$ cat config.mk
export PLATFORM = sky130hd
export DESIGN_NAME = qslerp_cordic_stage
export DESIGN_NICKNAME = d
export VERILOG_FILES = /design/src/sv/qslerp_pkg.sv /design/src/sv/qslerp_cordic_stage.sv
export SDC_FILE = /design/constraint.sdc
export NUM_CORES = 1
export LEC_CHECK = 0
export BUFFER_PORTS_ARGS = -buffer_cell sky130_fd_sc_hd__buf_2
export CAP_MARGIN = 20
export CORE_MARGIN = 2
export CORE_UTILIZATION = 50
export DETAILED_ROUTE_END_ITERATION = 10
export PLACE_DENSITY = 0.72
export SLEW_MARGIN = 0
export SYNTH_ARGS = -nofsm -noshare
export SYNTH_HDL_FRONTEND = slang
export SYNTH_SLANG_ARGS = --single-unit
$ cat constraint.sdc
create_clock -name i_clk -period 9.9 [get_ports i_clk]
set_clock_uncertainty 0.05 [all_clocks]
set_input_delay 0.495 -clock i_clk [delete_from_list [all_inputs] [get_ports i_clk]]
set_output_delay 0.495 -clock i_clk [all_outputs]
set_load 0.05 [all_outputs]
$ cat src/sv/qslerp_pkg.sv
// ----------------------------------------------------------------------------
// qslerp_pkg
// Shared types and constants of the quaternion slerp pipeline.
// ----------------------------------------------------------------------------
package qslerp_pkg;

    localparam int FIELD_W   = 16;
    localparam int BLEND_W   = 15;
    localparam int FRAC_BITS = 14;
    localparam int ONE_Q14   = 16384;
    localparam int STEPS     = 16;
    localparam int THR_RESET = 16382;
    localparam logic signed [31:0] INV_GAIN_Q28 = 32'sd163008218;

    typedef struct packed {
        logic signed [FIELD_W-1:0] first_w;
        logic signed [FIELD_W-1:0] first_x;
        logic signed [FIELD_W-1:0] first_y;
        logic signed [FIELD_W-1:0] first_z;
        logic signed [FIELD_W-1:0] second_w;
        logic signed [FIELD_W-1:0] second_x;
        logic signed [FIELD_W-1:0] second_y;
        logic signed [FIELD_W-1:0] second_z;
        logic        [BLEND_W-1:0] blend;
    } t_in_beat;

    typedef struct packed {
        logic signed [FIELD_W-1:0] out_w;
        logic signed [FIELD_W-1:0] out_x;
        logic signed [FIELD_W-1:0] out_y;
        logic signed [FIELD_W-1:0] out_z;
    } t_out_beat;

    // Arctangent table in Q.16
    function automatic logic signed [17:0] atan_q16(input logic [3:0] i);
        logic signed [17:0] v;
        unique case (i)
            4'd0:  v = 18'sd51472;
            4'd1:  v = 18'sd30386;
            4'd2:  v = 18'sd16055;
            4'd3:  v = 18'sd8150;
            4'd4:  v = 18'sd4091;
            4'd5:  v = 18'sd2047;
            4'd6:  v = 18'sd1024;
            4'd7:  v = 18'sd512;
            4'd8:  v = 18'sd256;
            4'd9:  v = 18'sd128;
            4'd10: v = 18'sd64;
            4'd11: v = 18'sd32;
            4'd12: v = 18'sd16;
            4'd13: v = 18'sd8;
            4'd14: v = 18'sd4;
            default: v = 18'sd2;
        endcase
        return v;
    endfunction

endpackage

$ cat src/sv/qslerp_cordic_stage.sv
// ----------------------------------------------------------------------------
// qslerp_cordic_stage
// One registered CORDIC micro-rotation; vectoring or rotation by parameter.
// ----------------------------------------------------------------------------
module qslerp_cordic_stage import qslerp_pkg::*; #(
    parameter int STEP   = 0,
    parameter bit VECTOR = 1'b0
) (
    input  logic               i_clk,
    input  logic signed [31:0] i_x,
    input  logic signed [31:0] i_y,
    input  logic signed [19:0] i_z,
    output logic signed [31:0] o_x,
    output logic signed [31:0] o_y,
    output logic signed [19:0] o_z
);
    logic signed [31:0] xs, ys;
    logic               dir;
    logic signed [19:0] at;

    // Shift with floor rounding, pick the direction
    assign xs  = i_x >>> STEP;
    assign ys  = i_y >>> STEP;
    assign at  = 20'(atan_q16(4'(STEP)));
    assign dir = VECTOR ? !i_y[31] : !i_z[19];

    always_ff @(posedge i_clk) begin
        if (dir) begin
            o_x <= VECTOR ? i_x + ys : i_x - ys;
            o_y <= VECTOR ? i_y - xs : i_y + xs;
            o_z <= VECTOR ? i_z + at : i_z - at;
        end else begin
            o_x <= VECTOR ? i_x - ys : i_x + ys;
            o_y <= VECTOR ? i_y + xs : i_y - xs;
            o_z <= VECTOR ? i_z - at : i_z + at;
        end
    end
endmodule
### Word level (Yosys, flattened, before mapping)

Cells that the tools add are included.

| cells by class | value |
|---|---|
| add/subtract/negate cells | 5 |
| multiplexer cells | 3 |

Operators by type and width:

| operator | count |
|---|---|
| $mux 32 | 2 |
| $sub 32x32->32 | 2 |
| $add 32x32->32 | 1 |
| $add 20x17->20 const B | 1 |
| $mux 20 | 1 |
| $sub 20x17->20 const B | 1 |

| word-level totals | value |
|---|---|
| bits of input ports | 85 |
| flip-flop bits (word level) | 84 |

### Logic depth before layout (Yosys ltp)

| logic depth | value |
|---|---|
| depth after elaboration | 2 |
| depth in mapped cells | 14 |
| gate-level depth less buffers | 12 |

### Worst setup path before layout

Ideal clock, no wire load.

| path | value |
|---|---|
| kind | in2reg |
| start point | input port i_z[19] |
| end point | register o_z[18] |
| stages on the path | 14 |
| path buffers | 3 |
| arrival | 3612 ps |
| library setup time | 72 ps |
| setup slack | 6165 ps |
| cell sequence | clkbuf_1 -> inv_1 -> clkbuf_1 -> buf_1 -> ha_1 -> a21o_1 -> a21oi_2 -> o21bai_1 -> a211oi_1 -> o31ai_1 -> or4_1 -> a31o_1 -> a21oi_1 -> xnor2_1 |

| between the ends | value |
|---|---|
| cells in the longest elaborated chain, start to end | 1 |

RTL lines:

| element | RTL line | source |
|---|---|---|
| from (decl) | qslerp_cordic_stage.sv:12 | `input logic signed [19:0] i_z,` |
| $mux 20 | qslerp_cordic_stage.sv:28 | `if (dir) begin` |
| to (signal assigned) | qslerp_cordic_stage.sv:31 | `o_z <= VECTOR ? i_z + at : i_z - at;` |
| to (signal assigned) | qslerp_cordic_stage.sv:35 | `o_z <= VECTOR ? i_z - at : i_z + at;` |
| to (decl) | qslerp_cordic_stage.sv:15 | `output logic signed [19:0] o_z` |

Every way passes these cells.

### Worst setup path in the final report

Ends and elaborated chain as after synthesis.

==> flow_summary.toml <==
[status]
status = "complete, no violations"

[sta]
tightest_slew_ns = 0.790
fin_crit_ns = 3.61
finalSetupTns_ns = 0
hold_violations = 0
slew_violations = 0
setup_violations = 0
max_freq_mhz = 277
slew_headroom = 0.474
rsz0062_at_grt = "false"
fin_ws_ns = 6.29
post-route-period-util = 0.365

[layout]
areaGrowthSynthToFinish_pct = 15.6
finalCoreUtilization = 0.589
regArea_mm2 = 0.00166
multi_input_area_mm2 = 0.00546
antenna_cells = 0
nFillCells = 1396
drive_gt1_frac = 0.191
fin_area_mm2 = 0.00888
final_nets = 1309

[grt]
gr-total-overflow = 0
grt_max_degree = 69
grt_antenna_before_repair = 0
track_usage = 0.263
grt_pass1_vias = 6877
grt_pass1_wl_mm = 34.4

[logic_synthesis]
yosys.area.top_type = "dfxtp_1"
synth-edff-count = 0
synth.area.top_cells = "dfxtp_1 22%, ha_1 19%, a21oi_1 7.2%"
yosysTopAreaCellShare = 0.216
async_flop_share = 0
synth_area_mm2 = 0.00768
netlist_instances = 964
syn_nets = 1168
ys_seq_area_frac = 0.216
syn_area_per_cell_um2 = 7.97
ys_types = 80
ys_ff_latch = 83
yosys_warnings = 0
ys.flop_type = "dfxtp_1"

[placement]
hpwl_mm = 17.0
place_area_mm2 = 0.00859
place_ws_ns = 5.94
place.gp.congestion = 0.947
portBuffers = 168

[power_and_ir_drop]
p_sw_frac = 0.465
p_switching_mw = 0.716
p_per_area_mw_per_mm2 = 173
clkPwrFrac = 0.220
vdd_ir_drop_max_uv = 93.8
internal_power_mw = 0.822
leakage_nw = 4.28
power_frac_comb = 0.501
pwr-share-seq = 0.278

[clock_network]
tritoncts = "built"
cts.repair.resized = 0
cts_num_sinks = 83
htreeDepth = 3
numCtsBuffers = 9
cts-root-buf = "clkbuf_16"
path_clk_slew_ns = 0.06
postCtsHoldBufs = 0
post-cts-setup-buffer-count = 0
cts_buffer_depth = 2

[critical_path]
path_cells = "buf_2, buf_4, inv_2, fa_1, a21o_1, a21oi_2, o21bai_1, a211oi_1, o31ai_1, or4_1, a31o_1, a21oi_1, xnor2_1"
required_ns = 10.13
critPathTopFamily = "compound AO/OA/AOI/OAI gates"
cpPeakStageDelay_ns = 0.61
endpoint_kind = "register"
worst-setup-path-type = "in2reg"
cp.arrival_ns = 3.84
critPathLaunchType = "input port"
crit_slowest_cell = "buf_4"
critical_path_peak_fanout = 68
critPathBufInv = 3

[hold_path]
hold_path_class = "in2reg"

[floorplanning]
core-area_mm2 = 0.0151
dieHeight_um = 128
num_rows = 45
initial_core_util = 0.509
die_w_um = 128
io_pins = 169
die_area_mm2 = 0.0164

[routing]
routedWlPerCell_um = 16.7
routed_via_density = 5.70
via_count = 7397
dr.pass1.iters = 5
drc_errors = 0
postRouteAntennaNets = 0
wl_mm = 21.6
drt_iter0_drc = 575

[run]
max_cap_violations = 0
## flip-flops by register name (all words and copies together) (netlist names)
signal	cells
o_x	32
o_y	31
o_z	20
## synth_stat cells (all sizes together), types with 4 or more instances
library cell / number
buf: 27
and3: 4
xor2: 13
o21bai: 20
o31ai: 11
a211o: 7
o21ai: 63
mux2i: 19
o211ai: 10
dfxtp: 83
nand3: 11
or3: 6
nand4: 11
a211oi: 11
ha: 116
a21boi: 4
nand2: 43
a22oi: 6
nor2: 71
a31oi: 11
clkbuf: 13
inv: 98
nor3: 26
a31o: 4
xnor2: 62
o21a: 9
a21o: 15
nand2b: 12
nor2b: 10
a21oi: 112
nor4: 6
## per-stage QoR
| step | hold slack [ns] | instances | total power [mW] |
|---|---|---|---|
| after global placement | 0.547 | 1282 | 1.20 |
| after CTS | 0.182 | 1297 | 1.54 |
| final | 0.193 | 1297 | 1.54 |
| after detailed placement | 0.549 | 1282 | 1.20 |
| after global routing | 0.179 | 1297 | 1.61 |
| after floorplan | 0.473 | 964 | 1.02 |
## final cells by class
cell class | count | share of cell area
Sequential cell | 83 | 0.187
Inverter | 100 | 0.0423
Tap cell | 188 | 0.0265
Clock buffer | 9 | 0.0254
Clock inverter | 6 | 0.00761
Multi-Input combinational cell | 741 | 0.615
Timing Repair Buffer | 170 | 0.0964
## layout by cell type, fill, tap and decap left out, types with 3 or more instances in the layout
master / Yosys / layout
buf_2: 11 / 168
a22oi_1: 5 / 5
o21bai_1: 20 / 20
o211ai_1: 10 / 10
nand3_1: 11 / 11
nor4_1: 5 / 5
mux2i_1: 19 / 19
and2_1: 3 / 3
and3_1: 4 / 4
o21ai_0: 53 / 53
nor2b_1: 10 / 10
dfxtp_1: 83 / 83
o31ai_1: 10 / 10
o21a_1: 9 / 9
or3_1: 6 / 6
xnor2_1: 62 / 62
a31oi_1: 11 / 11
nand2b_1: 12 / 12
nand2_1: 43 / 43
nor3_1: 24 / 24
inv_1: 94 / 93
a211oi_1: 9 / 9
or4_1: 3 / 3
a21oi_1: 111 / 111
a211o_1: 7 / 7
clkbuf_16: 0 / 9
o21ai_1: 9 / 9
ha_1: 116 / 116
nor2_1: 69 / 69
a31o_2: 3 / 3
inv_2: 4 / 5
o22ai_1: 3 / 3
a311oi_1: 3 / 3
fa_1: 3 / 3
a21o_1: 15 / 15
xor2_1: 13 / 13
nand4_1: 11 / 11
## metal layers
| layer | part of all wire | wire length, µm | vias up | track usage |
|---|---|---|---|---|
| li1 | - | - | 3670 | - |
| met1 | 0.45 | 9690 | 3371 | 0.353 |
| met2 | 0.45 | 9820 | 322 | 0.430 |
| met3 | 0.078 | 1680 | 34 | 0.0555 |
| met4 | 0.020 | 430 | 0 | 0.0724 |
| met5 | 0 | 0 | - | 0 |
## worst paths after layout
path                 from       to  slack [ns]  cells past startpoint
setup / recovery  i_z[19]  o_z[18]        6.29                     13
hold / removal     i_z[1]   o_z[1]        0.19                      1
## logic make-up after synthesis
family | after synthesis | share of synthesized area
AOI/OAI and AO/OA | 313 | 0.264
xor gates and xnor gates | 75 | 0.0855
adders and majority gates | 119 | 0.197
buffers and inverters | 140 | 0.0727
DFF | 83 | 0.216
muxes | 21 | 0.0277
and+or+nand+nor | 213 | 0.137
## power groups by stage
stage	logic, mW	clock network [mW]	registers [mW]
6_report	0.771	0.339	0.428
5_1_grt	0.822	0.359	0.434
4_1_cts	0.767	0.348	0.428
3_5_place_dp	0.763	0	0.436
3_3_place_gp	0.760	0	0.435
2_1_floorplan	0.308	0	0.712
(Power assumes the default switching activity.)
